## src/rtl/i2c_master_single_byte_sequencer_macros.svh

```systemverilog
// Assertion macros for the single-byte I2C master sequencer.
// Used by the top level only; no other dependencies.
`ifndef I2C_MASTER_SINGLE_BYTE_SEQUENCER_MACROS_SVH
`define I2C_MASTER_SINGLE_BYTE_SEQUENCER_MACROS_SVH

// Same-cycle implication, disabled in reset
`define ISQ_ASSERT_NOW(label, clk, rst, ante, cons, msg) \
  label: assert property (@(posedge clk) disable iff (rst) (ante) |-> (cons)) \
    else $error(msg);

// Next-cycle implication, disabled in reset
`define ISQ_ASSERT_NEXT(label, clk, rst, ante, cons, msg) \
  label: assert property (@(posedge clk) disable iff (rst) (ante) |=> (cons)) \
    else $error(msg);

`endif

```

## src/rtl/isq_pkg.sv

```systemverilog
// Types and codes for the single-byte I2C master sequencer.
// No dependencies; imported by isq_step and the top level.
package isq_pkg;

  typedef enum logic [1:0] {
    FUNC_WRITE = 2'd0,
    FUNC_READ  = 2'd1,
    FUNC_EVENT = 2'd2
  } func_t;

  typedef enum logic [2:0] {
    CMD_NONE  = 3'd0,
    CMD_START = 3'd1,
    CMD_TX    = 3'd2,
    CMD_RCEN  = 3'd3,
    CMD_NACK  = 3'd4,
    CMD_STOP  = 3'd5,
    CMD_DONE  = 3'd6
  } cmd_t;

  typedef enum logic [2:0] {
    PH_RESET   = 3'd0,
    PH_ADDR_WR = 3'd1,
    PH_ADDR_RD = 3'd2,
    PH_DATA_TX = 3'd3,
    PH_RX_EN   = 3'd4,
    PH_RX      = 3'd5,
    PH_STOP    = 3'd6,
    PH_FINISH  = 3'd7
  } phase_t;

  typedef struct packed {
    logic [1:0] func;
    logic [6:0] target_addr;
    logic [7:0] write_byte;
    logic       nack_seen;
    logic [7:0] rx_byte;
  } item_t;

  typedef struct packed {
    phase_t     phase;
    logic [6:0] held_addr;
    logic [7:0] held_write_byte;
  } seq_state_t;

  typedef struct packed {
    cmd_t       command;
    logic [7:0] tx_byte;
    logic [7:0] read_data;
    logic       read_valid;
  } result_t;

endpackage

```

## src/rtl/i2c_master_single_byte_sequencer.sv

```systemverilog
// Single-byte I2C master sequencer, top level: input register, step logic,
// result register and phase state. Depends on isq_pkg, isq_step and the macros header.
//
// Drives a byte-level I2C master engine through one write or one read
// transaction. A start word (func 0 write, 1 read) latches the target address
// (and the data byte for a write) and returns START; each completion event word
// (func 2) then returns the next engine command: address byte with R/W bit,
// data byte or receive enable, NACK with the received byte on read_data /
// read_valid, STOP, and finally "transaction finished". A NACK after address or
// data goes straight to STOP. A start word always abandons any transaction in
// progress. Every accepted word produces exactly one result word. Throughput is
// one word per cycle while the result side keeps taking words; a held-off result
// stalls the input register and then the input. An accepted word passes through
// the input register and then the result register before its result is offered,
// and a held-off result can hold it in the input register between the two.
// The only feedback path is the phase/held-operand register updated
// by the step logic as a word moves from the input register to the result register.
`include "i2c_master_single_byte_sequencer_macros.svh"

module i2c_master_single_byte_sequencer (
  input  logic       clk,
  input  logic       rst,
  input  logic       in_valid,
  output logic       in_ready,
  input  logic [1:0] func,
  input  logic [6:0] target_addr,
  input  logic [7:0] write_byte,
  input  logic       nack_seen,
  input  logic [7:0] rx_byte,
  output logic       out_valid,
  input  logic       out_ready,
  output logic [2:0] command,
  output logic [7:0] tx_byte,
  output logic [7:0] read_data,
  output logic       read_valid
);
  import isq_pkg::*;

  // input register
  logic       in_reg_valid;
  item_t      in_reg;

  // result register
  logic       res_valid;
  result_t    res;

  // sequencer state
  seq_state_t state;
  seq_state_t state_next;
  result_t    step_result;

  logic       advance;

  // Advance a word when the result register is empty or being drained.
  assign advance  = in_reg_valid && (!res_valid || out_ready);
  // Take a new word whenever the input register is empty or moving on.
  assign in_ready = !in_reg_valid || advance;

  always_ff @(posedge clk) begin
    if (rst) begin
      in_reg_valid <= 1'b0;
    end else if (in_ready) begin
      in_reg_valid <= in_valid;
    end
  end

  // Payload: load on acceptance, hold otherwise
  always_ff @(posedge clk) begin
    if (in_valid && in_ready) begin
      in_reg <= '{func: func, target_addr: target_addr, write_byte: write_byte,
                  nack_seen: nack_seen, rx_byte: rx_byte};
    end
  end

  isq_step u_step (
    .item       (in_reg),
    .state      (state),
    .state_next (state_next),
    .result     (step_result)
  );

  // Commit the state only when the word actually moves into the result register.
  always_ff @(posedge clk) begin
    if (rst) begin
      state <= '{phase: PH_RESET, held_addr: 7'd0, held_write_byte: 8'd0};
    end else if (advance) begin
      state <= state_next;
    end
  end

  always_ff @(posedge clk) begin
    if (rst) begin
      res_valid <= 1'b0;
    end else if (!res_valid || out_ready) begin
      res_valid <= in_reg_valid;
    end
  end

  always_ff @(posedge clk) begin
    if (advance) begin
      res <= step_result;
    end
  end

  assign out_valid  = res_valid;
  assign command    = res.command;
  assign tx_byte    = res.tx_byte;
  assign read_data  = res.read_data;
  assign read_valid = res.read_valid;

  // A received byte only ever comes with the NACK command.
  `ISQ_ASSERT_NOW(a_rv_with_nack, clk, rst, out_valid && read_valid,
    command == CMD_NACK, "read_valid without NACK command")
  // Transmit data is zero unless a byte is being sent.
  `ISQ_ASSERT_NOW(a_tx_only_on_tx, clk, rst, out_valid && (command != CMD_TX),
    tx_byte == 8'd0, "tx_byte nonzero outside transmit")
  // A start write moves the phase to address-write pending.
  `ISQ_ASSERT_NEXT(a_start_wr_phase, clk, rst, advance && (in_reg.func == FUNC_WRITE),
    state.phase == PH_ADDR_WR, "start write did not set address phase")
  // A start read moves the phase to address-read pending.
  `ISQ_ASSERT_NEXT(a_start_rd_phase, clk, rst, advance && (in_reg.func == FUNC_READ),
    state.phase == PH_ADDR_RD, "start read did not set address phase")

endmodule

```

## src/rtl/isq_step.sv

```systemverilog
// Combinational step of the sequencer: one word plus current state in,
// one result plus next state out. Depends on isq_pkg.
module isq_step (
  input  isq_pkg::item_t      item,
  input  isq_pkg::seq_state_t state,
  output isq_pkg::seq_state_t state_next,
  output isq_pkg::result_t    result
);
  import isq_pkg::*;

  always_comb begin
    state_next = state;
    result     = '{command: CMD_NONE, tx_byte: 8'd0, read_data: 8'd0, read_valid: 1'b0};
    unique case (item.func)
      FUNC_WRITE: begin
        state_next.held_addr       = item.target_addr;
        state_next.held_write_byte = item.write_byte;
        state_next.phase           = PH_ADDR_WR;
        result.command             = CMD_START;
      end
      FUNC_READ: begin
        state_next.held_addr = item.target_addr;
        state_next.phase     = PH_ADDR_RD;
        result.command       = CMD_START;
      end
      FUNC_EVENT: begin
        unique case (state.phase)
          PH_ADDR_WR: begin
            result.command   = CMD_TX;
            result.tx_byte   = {state.held_addr, 1'b0};
            state_next.phase = PH_DATA_TX;
          end
          PH_ADDR_RD: begin
            result.command   = CMD_TX;
            result.tx_byte   = {state.held_addr, 1'b1};
            state_next.phase = PH_RX_EN;
          end
          PH_DATA_TX: begin
            if (item.nack_seen) begin
              result.command   = CMD_STOP;
              state_next.phase = PH_FINISH;
            end else begin
              result.command   = CMD_TX;
              result.tx_byte   = state.held_write_byte;
              state_next.phase = PH_STOP;
            end
          end
          PH_RX_EN: begin
            if (item.nack_seen) begin
              result.command   = CMD_STOP;
              state_next.phase = PH_FINISH;
            end else begin
              result.command   = CMD_RCEN;
              state_next.phase = PH_RX;
            end
          end
          PH_RX: begin
            result.command    = CMD_NACK;
            result.read_data  = item.rx_byte;
            result.read_valid = 1'b1;
            state_next.phase  = PH_STOP;
          end
          PH_STOP: begin
            result.command   = CMD_STOP;
            state_next.phase = PH_FINISH;
          end
          PH_FINISH: begin
            result.command   = CMD_DONE;
            state_next.phase = PH_RESET;
          end
          default: begin
            // nothing in progress: report no command, stay idle
            state_next.phase = PH_RESET;
          end
        endcase
      end
      default: begin
        // unused function code: no command, state untouched
      end
    endcase
  end

endmodule

```

## config.mk

```make
export PLATFORM = sky130hd
export DESIGN_NAME = i2c_master_single_byte_sequencer
export DESIGN_NICKNAME = d
export VERILOG_FILES = /design/src/rtl/isq_pkg.sv /design/src/rtl/i2c_master_single_byte_sequencer.sv /design/src/rtl/isq_step.sv
export VERILOG_INCLUDE_DIRS = /design/src /design/src/rtl
export SDC_FILE = /design/constraint.sdc
export NUM_CORES = 1
export LEC_CHECK = 0
export CAP_MARGIN = 10
export CORE_ASPECT_RATIO = 1.75
export CORE_MARGIN = 5
export CORE_UTILIZATION = 64
export DETAILED_ROUTE_END_ITERATION = 6
export DONT_BUFFER_PORTS = 1
export PLACE_DENSITY_LB_ADDON = 0.1
export RECOVER_POWER = 100
export SYNTH_ARGS = -nofsm -noshare
export SYNTH_HDL_FRONTEND = slang
export SYNTH_SLANG_ARGS = --single-unit
```

## constraint.sdc

```tcl
create_clock -name clk -period 5.1 [get_ports clk]
set_input_delay 1.53 -clock clk [delete_from_list [all_inputs] [get_ports clk]]
set_output_delay 1.53 -clock clk [all_outputs]
set_load 0.02 [all_outputs]
```

==> out/qor.csv, run 1 <==
stage,metric,value,unit
status,status,"complete, but fails checks",
status,violations,"max-capacitance violations, max-slew violations",
floorplan,fp.dieW,57.7,um
routing,vias_per_cell,5.82,
finish,stdcell_count,250,
power,pwr_density_cell,401,mW/mm^2
global_route,grt_remaining_overflow,0,
synth,synthSimpleGateAreaFrac,14.0,%
power,p_seq_share,55.7,%
setup_path,critPathMaxStageDelay,0.22,ns
timing,hold_viol,0,
setup_path,worstSetupEndpoint,in_ready,
synth,syn_nets,227,
synth,synth.avg_cell_area,13.2,um^2
timing,setup_violations,0,
placement,portBuffers,0,
placement,placedCellCount,234,
floorplan,die-height,93.4,um
run,drv_cap,1,
clock_tree,h-tree-depth,3,
setup_path,endpoint_kind,output pin,
floorplan,start_util,65.8,%
clock_tree,cts-buffers-inserted,9,
placement,gp_congestion,0.784,
setup_path,crit_chain,"nor2b_1, nand2_1",
routing,postRouteAntennaNets,0,
routing,vias,1455,
timing,finalCritPeriodShare,68.3,%
hold_path,hold_path_class,flip-flop to flip-flop,
timing,rsz0062_at_grt,no,
power,ir_drop,0.414,mV
placement,dp_hpwl,3020,um
synth,yosysWarnings,0,
finish,layout_common_cells,"edfxtp_1 (46), nor2_1 (22), dfxtp_1 (20)",
routing,first_pass_iters,4,
setup_path,slowest_stage,nand2_1,
floorplan,ios,52,
finish,nets,231,
global_route,grt_pass1_wl,6670,um
setup_path,cp-startpoint,out_ready,
setup_path,critPathTopFamily,simple AND/OR/NAND/NOR gates,
timing,fmax,287,MHz
power,p_int,888,uW
timing,slew_violations,27,
timing,final.min_clock_period,3.49,ns
clock_tree,cts.clk_slew.worst_paths,0.06,ns
floorplan,design.core.area,0.00387,mm^2
clock_tree,holdBufCountCts,0,
setup_path,cp.depth,2,
timing,tightest_slew,1.57,ns
setup_path,rr_startpoint,out_valid,
routing,routedWlPerCell,16.4,um
synth,ys_seq_elements,66,
floorplan,dieArea,0.00538,mm^2
finish,drive_gt1_share,8.91,%
power,p_switching,222,uW
power,p_comb_share,2.9,%
clock_tree,insertion_delay,0.33,ns
setup_path,crit_buf_inv,0,
power,swShare,20.0,%
finish,antenna_cells,0,
setup_path,path_max_fanout,4,
routing,routed_wl,4110,um
setup_path,worstRegToRegCells,3,
timing,skew,0.00557,ns
setup_path,reg2reg_slack,2.69,ns
synth,syn_inst,193,
floorplan,placementRows,30,
finish,largest_reg_flops,26,
clock_tree,cts_root_buf,clkbuf_8,
finish,nFillCells,252,
routing,drtIter0Drc,18,
synth,syn-cell-area,0.00254,mm^2
synth,synth_top_family_by_area,simple AND/OR/NAND/NOR gates,
synth,synthAdderAreaFrac,1.97,%
clock_tree,cts_resized,0,
setup_path,cp.arrival,1.96,ns
clock_tree,cts_tree,built,
synth,yosysUniqueCellTypes,34,
power,p_clk_share,41.4,%
synth,synth_xor_xnor_area_share,0.344,%
clock_tree,cts_buffer_depth,2,
power,p_leak,0.980,nW
setup_path,critPathRequiredTime,3.57,ns
synth,synth_compound_area_share,8.66,%
clock_tree,post_cts_buffers,0,
synth,synth.area.mux_share,2.75,%
timing,tns,0,ns
clock_tree,clock_sinks,66,
finish,areaGrowthSynthToFinish,8.71,%
finish,mostFrequentLayoutCell,edfxtp_1,
timing,maxSlewHeadroom,-4.78,%
power,p_total,1.11,mW
synth,seq_area_frac_synth,70.0,%
global_route,grt_pass1_vias,1476,
setup_path,startpoint_type,input pin,
routing,drc,0,
setup_path,criticalPathCategory,input pin to output pin,
global_route,grt_max_degree,27,
global_route,antenna_found_initial,0,
setup_path,r2r_end,in_reg[0],
global_route,grt_use_total,16.8,%
## worst min path at each step
stage                     slack [ns]     start  endpoint  depth (start not counted)
after global routing            0.47  state[0]  state[0]                          2
after detailed placement        0.45  state[1]  state[1]                          2
after floorplan                 0.44  state[1]  state[1]                          2
after global placement          0.44  state[4]  state[4]                          2
after CTS                       0.45  state[1]  state[1]                          2
final                           0.45  state[1]  state[1]                          2
## layer usage
layer	vias up	wire [um]	global-route usage, %
met5	-	0	0
met3	8	178	6.91
met4	0	63	8.51
li1	711	-	-
met2	54	2230	28.1
met1	682	1630	17.8
## synth_stat cells
cell / count / area, um^2
edfxtp_1: 46 / 1380
nor2_1: 22 / 82.6
dfxtp_1: 20 / 400
nand2_1: 19 / 71.3
a21oi_1: 13 / 65.1
and2_1: 11 / 68.8
a22oi_1: 8 / 60.1
mux2i_1: 7 / 70.1
o21ai_0: 5 / 25.0
ha_1: 4 / 50.1
inv_1: 4 / 15.0
and3_1: 3 / 18.8
buf_2: 3 / 15.0
a211oi_1: 2 / 15.0
buf_4: 2 / 15.0
clkbuf_1: 2 / 7.51
nand2b_1: 2 / 12.5
nand3b_1: 2 / 15.0
nor3_1: 2 / 10.0
o211ai_1: 2 / 15.0
and3_2: 1 / 7.51
inv_2: 1 / 3.75
nand3_1: 1 / 5.00
nand4b_1: 1 / 8.76
nor2_2: 1 / 6.26
nor2b_1: 1 / 6.26
nor3b_2: 1 / 12.5
nor4_4: 1 / 21.3
nor4bb_1: 1 / 10.0
o211a_1: 1 / 10.0
o211ai_2: 1 / 12.5
o22a_1: 1 / 8.76
o32ai_1: 1 / 8.76
xnor2_1: 1 / 8.76
## power by group through the flow
| stage | sequential, mW | combinational (mW) | clock, mW |
|---|---|---|---|
| 4_1_cts | 0.618 | 0.0338 | 0.469 |
| 3_5_place_dp | 0.629 | 0.0337 | 0 |
| 2_1_floorplan | 0.624 | 0.0319 | 0 |
| 5_1_grt | 0.619 | 0.0366 | 0.504 |
| 3_3_place_gp | 0.628 | 0.0319 | 0 |
| 6_report | 0.618 | 0.0327 | 0.459 |
## cells by family (layout without fill, tap and decap cells)
family / Yosys count / count (layout)
multiplexers: 7 / 7
XOR/XNOR: 1 / 1
AO/OA/AOI/OAI: 34 / 34
flip-flops: 66 / 66
buffers and inverters: 12 / 21
adder cells (fa/ha/maj): 4 / 4
AND/OR/NAND/NOR: 69 / 69
## layout make-up
cell class | count | area (um^2) | share of cell area (%)
Clock buffer | 13 | 179 | 6.47
Clock inverter | 3 | 45.0 | 1.63
Inverter | 5 | 18.8 | 0.679
Multi-Input combinational cell | 115 | 681 | 24.6
Sequential cell | 66 | 1780 | 64.4
Tap cell | 48 | 60.1 | 2.17
## per-stage QoR
stage / hold slack (ns) / worst slack (ns) / util, % / instance area [um^2]
6_report: 0.449 / 1.61 / 71.5 / 2770
5_1_grt: 0.472 / 1.58 / 71.5 / 2770
4_1_cts: 0.454 / 1.57 / 72.2 / 2790
3_3_place_gp: 0.440 / 1.60 / 66.4 / 2570
2_1_floorplan: 0.436 / 1.63 / - / 2540
3_5_place_dp: 0.445 / 1.57 / 66.4 / 2570
No activity file was read; power rests on OpenSTA's default activity.
==> run 2: changes to the inputs <==
--- a/config.mk
+++ b/config.mk
@@ -9,7 +9,7 @@
 export CAP_MARGIN = 10
 export CORE_ASPECT_RATIO = 1.75
 export CORE_MARGIN = 5
-export CORE_UTILIZATION = 64
+export CORE_UTILIZATION = 55
 export DETAILED_ROUTE_END_ITERATION = 6
 export DONT_BUFFER_PORTS = 1
 export PLACE_DENSITY_LB_ADDON = 0.1
==> constraint.sdc (replaced) <==
create_clock -name clk -period 3.13 [get_ports clk]
set_input_delay 0.939 -clock clk [delete_from_list [all_inputs] [get_ports clk]]
set_output_delay 0.939 -clock clk [all_outputs]
set_load 0.02 [all_outputs]
==> out/qor.csv, run 2 (synthesized netlist as in run 1, its figures left out) <==
stage,metric,value,unit,change
status,status,"complete, but fails checks",,unchanged
status,violations,"max-capacitance violations, max-slew violations",,unchanged
clock_tree,clock_sinks,66,,unchanged
clock_tree,holdBufCountCts,0,,unchanged
global_route,grt_use_total,15.1,%,was 16.8%
run,drv_cap,1,,unchanged
timing,skew,0.00594,ns,was 0.00557 ns
global_route,use_met2,24.4,%,was 28.1%
global_route,met3_usage,4.63,%,was 6.91%
clock_tree,cts-buffers-inserted,9,,unchanged
setup_path,criticalPathCategory,input pin to flip-flop,,was input pin to output pin
finish,nFillCells,331,,was 252
setup_path,reg2reg_slack,0.71,ns,was 2.69 ns
timing,tightest_slew,1.61,ns,was 1.57 ns
setup_path,endpoint_kind,flip-flop,,was output pin
hold_path,hold_path_class,flip-flop to flip-flop,,unchanged
power,pwr_density_cell,664,mW/mm^2,was 401 mW/mm^2
timing,hold_viol,0,,unchanged
power,p_leak,0.982,nW,was 0.980 nW
clock_tree,cts.clk_slew.worst_paths,0.07,ns,was 0.06 ns
timing,rsz0062_at_grt,no,,unchanged
placement,gp_congestion,0.771,,was 0.784
timing,fmax,399,MHz,
floorplan,die-height,100,um,was 93.4 um
floorplan,design.core.area,0.00444,mm^2,was 0.00387 mm^2
global_route,grt_max_degree,27,,unchanged
finish,largest_reg_flops,26,,unchanged
routing,routedWlPerCell,16.4,um,about the same
clock_tree,post_cts_buffers,0,,unchanged
floorplan,placementRows,32,,was 30
placement,portBuffers,0,,unchanged
setup_path,startpoint_type,input pin,,unchanged
global_route,gr-max-usage-layer,met2,,unchanged
floorplan,ios,52,,unchanged
routing,routed_wl,4140,um,was 4110 um
setup_path,critPathMaxStageDelay,1.24,ns,was 0.22 ns
finish,layout_common_cells,"edfxtp_1 (46), nor2_1 (22), dfxtp_1 (20)",,unchanged
floorplan,fp.dieW,61.4,um,was 57.7 um
clock_tree,cts_root_buf,clkbuf_8,,unchanged
finish,antenna_cells,0,,unchanged
finish,areaGrowthSynthToFinish,8.95,%,was 8.71%
setup_path,critPathTopFamily,simple AND/OR/NAND/NOR gates,,unchanged
setup_path,path_max_fanout,26,,was 4
setup_path,crit_chain,"nor2b_1, nand2_1, and2_0",,"was nor2b_1, nand2_1"
timing,finalCritPeriodShare,80.1,%,
finish,stdcell_count,253,,was 250
routing,postRouteAntennaNets,0,,unchanged
finish,mostFrequentLayoutCell,edfxtp_1,,unchanged
routing,drc,0,,unchanged
global_route,grt_remaining_overflow,0,,unchanged
routing,first_pass_iters,4,,unchanged
routing,vias_per_cell,5.68,,was 5.82
timing,maxSlewHeadroom,-7.20,%,was -4.78%
setup_path,critPathRequiredTime,3.06,ns,was 3.57 ns
finish,fin_util,62.4,%,was 71.5%
timing,slew_violations,27,,unchanged
setup_path,cp.depth,3,,was 2
global_route,grt_pass1_wl,6670,um,about the same
floorplan,dieArea,0.00614,mm^2,was 0.00538 mm^2
clock_tree,cts_buffer_depth,2,,unchanged
clock_tree,cts_tree,built,,unchanged
floorplan,start_util,57.2,%,was 65.8%
finish,nets,231,,unchanged
clock_tree,h-tree-depth,3,,unchanged
global_route,grt_pass1_vias,1430,,was 1476
timing,hold_ws,0.452,ns,was 0.449 ns
routing,vias,1438,,was 1455
timing,setup_violations,0,,unchanged
power,ir_drop,0.524,mV,was 0.414 mV
clock_tree,insertion_delay,0.33,ns,about the same
finish,drive_gt1_share,8.91,%,unchanged
timing,final.min_clock_period,2.51,ns,
routing,drtIter0Drc,34,,was 18
setup_path,worstRegToRegCells,3,,unchanged
clock_tree,cts_resized,0,,unchanged
timing,tns,0,ns,unchanged
global_route,grtUsageMet1,16.5,%,was 17.8%
hold_path,whs_path_depth,2,,unchanged
placement,dp_hpwl,2940,um,was 3020 um
setup_path,cp.arrival,2.44,ns,was 1.96 ns
setup_path,crit_buf_inv,0,,unchanged
placement,placedCellCount,237,,was 234
setup_path,slowest_stage,and2_0,,was nand2_1
global_route,antenna_found_initial,0,,unchanged
## run 2: changes by cell type in the layout (fill, tap and decap cells not counted)
| cell | change |
|---|---|
| and2_0 | +1 |
| clkinvlp_4 | -1 |
| clkinv_4 | +3 |
| clkbuf_8 | -4 |
| and2_1 | -1 |
| inv_6 | +1 |
| bufinv_16 | +1 |
## run 2: worst min-delay path: stages, from the launching register on
cell and delay (ns):
dfxtp_1 0.31, nand2_1 0.05, a21oi_1 0.05
## run 2: cell type report
| type | instances | area (um^2) | area share (%) |
|---|---|---|---|
| sequential | 66 | 1780 | 64.3 |
| multi-input combinational | 115 | 681 | 24.6 |
| clock buffer | 9 | 124 | 4.47 |
| clock inverter | 7 | 103 | 3.70 |
| tap | 51 | 63.8 | 2.30 |
| inverter | 5 | 18.8 | 0.677 |
## run 2: path summary, 6_finish.rpt
path,start,to
worst max register to register,out_valid,in_reg[14]
worst max-delay path,out_ready,in_reg[14]
worst min register to register,state[0],state[0]
worst min-delay path,state[0],state[0]
## run 2: stage by stage
stage	cell area, um^2	total power [mW]	worst slack [ns]
2_1_floorplan	2540	1.07	0.841
3_3_place_gp	2570	1.08	0.617
3_5_place_dp	2570	1.08	0.586
4_1_cts	2800	1.86	0.788
5_1_grt	2770	1.91	0.443
6_report	2770	1.84	0.623
## run 2: metal layers
metal / vias to the layer above / share of wire (%) / wire, um
met5: - / 0 / 0
met4: 0 / 1.9 / 78
met3: 6 / 5.6 / 233
met2: 56 / 52 / 2150
met1: 674 / 41 / 1680
li1: 702 / - / -
## run 2: report_power, final
part | total, mW | internal, mW | switching [mW]
clock network | 0.781 | 0.455 | 0.326
logic | 0.0534 | 0.0180 | 0.0354
registers | 1.01 | 0.974 | 0.0313
==> run 3: changes to the inputs <==
==> constraint.sdc (replaced) <==
create_clock -name clk -period 2.1 [get_ports clk]
set_input_delay 0.63 -clock clk [delete_from_list [all_inputs] [get_ports clk]]
set_output_delay 0.63 -clock clk [all_outputs]
set_load 0.02 [all_outputs]
==> out/qor.csv, run 3 (synthesized netlist as in run 1, its figures left out) <==
stage,metric,value,unit,change
finish,antenna_cells,0,,unchanged
global_route,grt_pass1_vias,1471,,was 1430
setup_path,startpoint_type,flip-flop,,was input pin
routing,drc,0,,unchanged
placement,place_area,0.00259,mm^2,was 0.00257 mm^2
floorplan,placementRows,32,,unchanged
timing,tightest_slew,0.633,ns,was 1.61 ns
hold_path,whs_path_depth,1,,was 2
placement,placedCellCount,240,,was 237
global_route,grt_max_degree,27,,unchanged
setup_path,worstRegToRegCells,4,,was 3
power,p_leak,0.992,nW,was 0.982 nW
hold_path,min_to,state[15],,was state[0]
placement,dp_hpwl,3130,um,was 2940 um
routing,drtIter0Drc,27,,was 34
routing,routedWlPerCell,16.5,um,was 16.4 um
clock_tree,clock_sinks,66,,unchanged
routing,postRouteAntennaNets,0,,unchanged
timing,rsz0062_at_grt,no,,unchanged
finish,largest_reg_flops,26,,unchanged
floorplan,dieArea,0.00614,mm^2,unchanged
routing,first_pass_iters,4,,unchanged
finish,drive_gt1_share,10.2,%,was 8.91%
setup_path,critPathTopFamily,simple AND/OR/NAND/NOR gates,,unchanged
finish,nFillCells,329,,was 331
routing,vias,1453,,was 1438
placement,gp_congestion,0.724,,was 0.771
timing,skew,0.00900,ns,was 0.00594 ns
routing,vias_per_cell,5.68,,about the same
clock_tree,insertion_delay,0.33,ns,about the same
floorplan,start_util,57.2,%,unchanged
hold_path,hold_start,rst,,was state[0]
finish,areaGrowthSynthToFinish,9.94,%,was 8.95%
global_route,grt_remaining_overflow,0,,unchanged
timing,hold_viol,0,,unchanged
clock_tree,holdBufCountCts,0,,unchanged
setup_path,rr_startpoint,out_valid,,unchanged
finish,mostFrequentLayoutCell,edfxtp_1,,unchanged
global_route,grt_use_total,15.0,%,was 15.1%
timing,fin_ws,0.254,ns,was 0.623 ns
timing,final.min_clock_period,1.85,ns,
finish,layout_common_cells,"edfxtp_1 (46), nor2_1 (22), dfxtp_1 (20)",,unchanged
floorplan,fp.dieW,61.4,um,unchanged
timing,finalCritPeriodShare,87.9,%,
setup_path,slowest_stage,dfxtp_1,,was and2_0
clock_tree,cts_buffer_depth,2,,unchanged
setup_path,endpoint_kind,flip-flop,,unchanged
finish,multi_input_area,701,um^2,was 681 um^2
clock_tree,cts_tree,built,,unchanged
placement,dp_slack,0.391,ns,was 0.586 ns
clock_tree,cts_root_buf,clkbuf_8,,unchanged
clock_tree,h-tree-depth,3,,unchanged
setup_path,path_max_fanout,26,,unchanged
routing,routed_wl,4230,um,was 4140 um
finish,final_area,0.00280,mm^2,was 0.00277 mm^2
finish,seqCellArea,0.00178,mm^2,unchanged
setup_path,reg2reg_slack,0.25,ns,was 0.71 ns
clock_tree,cts_resized,0,,unchanged
timing,fmax,542,MHz,
timing,tns,0,ns,unchanged
setup_path,crit_buf_inv,1,,was 0
status,status,finished clean,,"was complete, but fails checks"
floorplan,die-height,100,um,unchanged
floorplan,ios,52,,unchanged
timing,slew_violations,0,,was 27
timing,maxSlewHeadroom,57.8,%,was -7.20%
hold_path,hold_path_class,input pin to flip-flop,,was flip-flop to flip-flop
setup_path,cp.arrival,1.80,ns,was 2.44 ns
clock_tree,cts-buffers-inserted,9,,unchanged
run,drv_cap,0,,was 1
setup_path,criticalPathCategory,flip-flop to flip-flop,,was input pin to flip-flop
power,ir_drop,0.742,mV,was 0.524 mV
floorplan,design.core.area,0.00444,mm^2,unchanged
clock_tree,cts.clk_slew.worst_paths,0.07,ns,about the same
finish,nets,234,,was 231
timing,setup_violations,0,,unchanged
setup_path,crit_chain,"nor2b_1, nand2_1, and2_0, clkbuf_2",,"was nor2b_1, nand2_1, and2_0"
global_route,antenna_found_initial,0,,unchanged
placement,portBuffers,0,,unchanged
power,pwr_density_cell,968,mW/mm^2,was 664 mW/mm^2
setup_path,critPathMaxStageDelay,0.46,ns,was 1.24 ns
setup_path,critPathRequiredTime,2.05,ns,was 3.06 ns
clock_tree,post_cts_buffers,0,,unchanged
global_route,grt_pass1_wl,6690,um,was 6670 um
finish,stdcell_count,256,,was 253
setup_path,r2r_end,in_reg[5],,was in_reg[14]
==> run 3: changes by cell type in the layout (fill, tap and decap cells not counted), sizes merged <==
cell    before  now
inv          6    5
clkbuf       9   12
clkinv       3    4
==> run 3: worst max-delay path by stage <==
stage          startpoint  cells past startpoint          to
6_report        out_valid                      4   in_reg[5]
4_1_cts         out_valid                      2    in_ready
5_1_grt         out_valid                      4   in_reg[5]
3_5_place_dp    out_ready                      4  in_reg[22]
2_1_floorplan   out_ready                      3   in_reg[0]
3_3_place_gp    out_ready                      4   in_reg[2]
==> run 3: metrics by stage <==
stage,total power [mW],util (%),hold slack (ns)
final,2.71,62.9,0.361
after global routing,2.80,62.9,0.341
after CTS,2.73,63.2,0.344
after detailed placement,1.62,58.3,0.444
after global placement,1.61,58.3,0.441
after floorplan,1.59,-,0.436
==> run 3: layout make-up <==
cell class,instances,share of cell area [%]
tap,51,2.28
clock inverter,7,3.36
timing repair buffer,3,0.492
sequential,66,63.7
multi-input combinational,115,25.1
clock buffer,9,4.43
inverter,5,0.671
==> run 3: power breakdown <==
group          switching, mW  total (mW)  internal [mW]
combinational         0.0554      0.0841         0.0287
sequential            0.0475        1.50           1.45
clock                  0.460        1.12          0.665
==> run 3: layer usage <==
layer  wire, um  GRT usage, %
met5          0             0
met2       2290          26.3
met4         90          6.86
met3        247          6.05
met1       1600          14.8
==> run 3: worst reg2reg max path, stage by stage (launching register included) <==
cell and delay, ns:
dfxtp_1 0.46, nor2b_1 0.21, nand2_1 0.19, and2_0 0.21, clkbuf_2 0.39
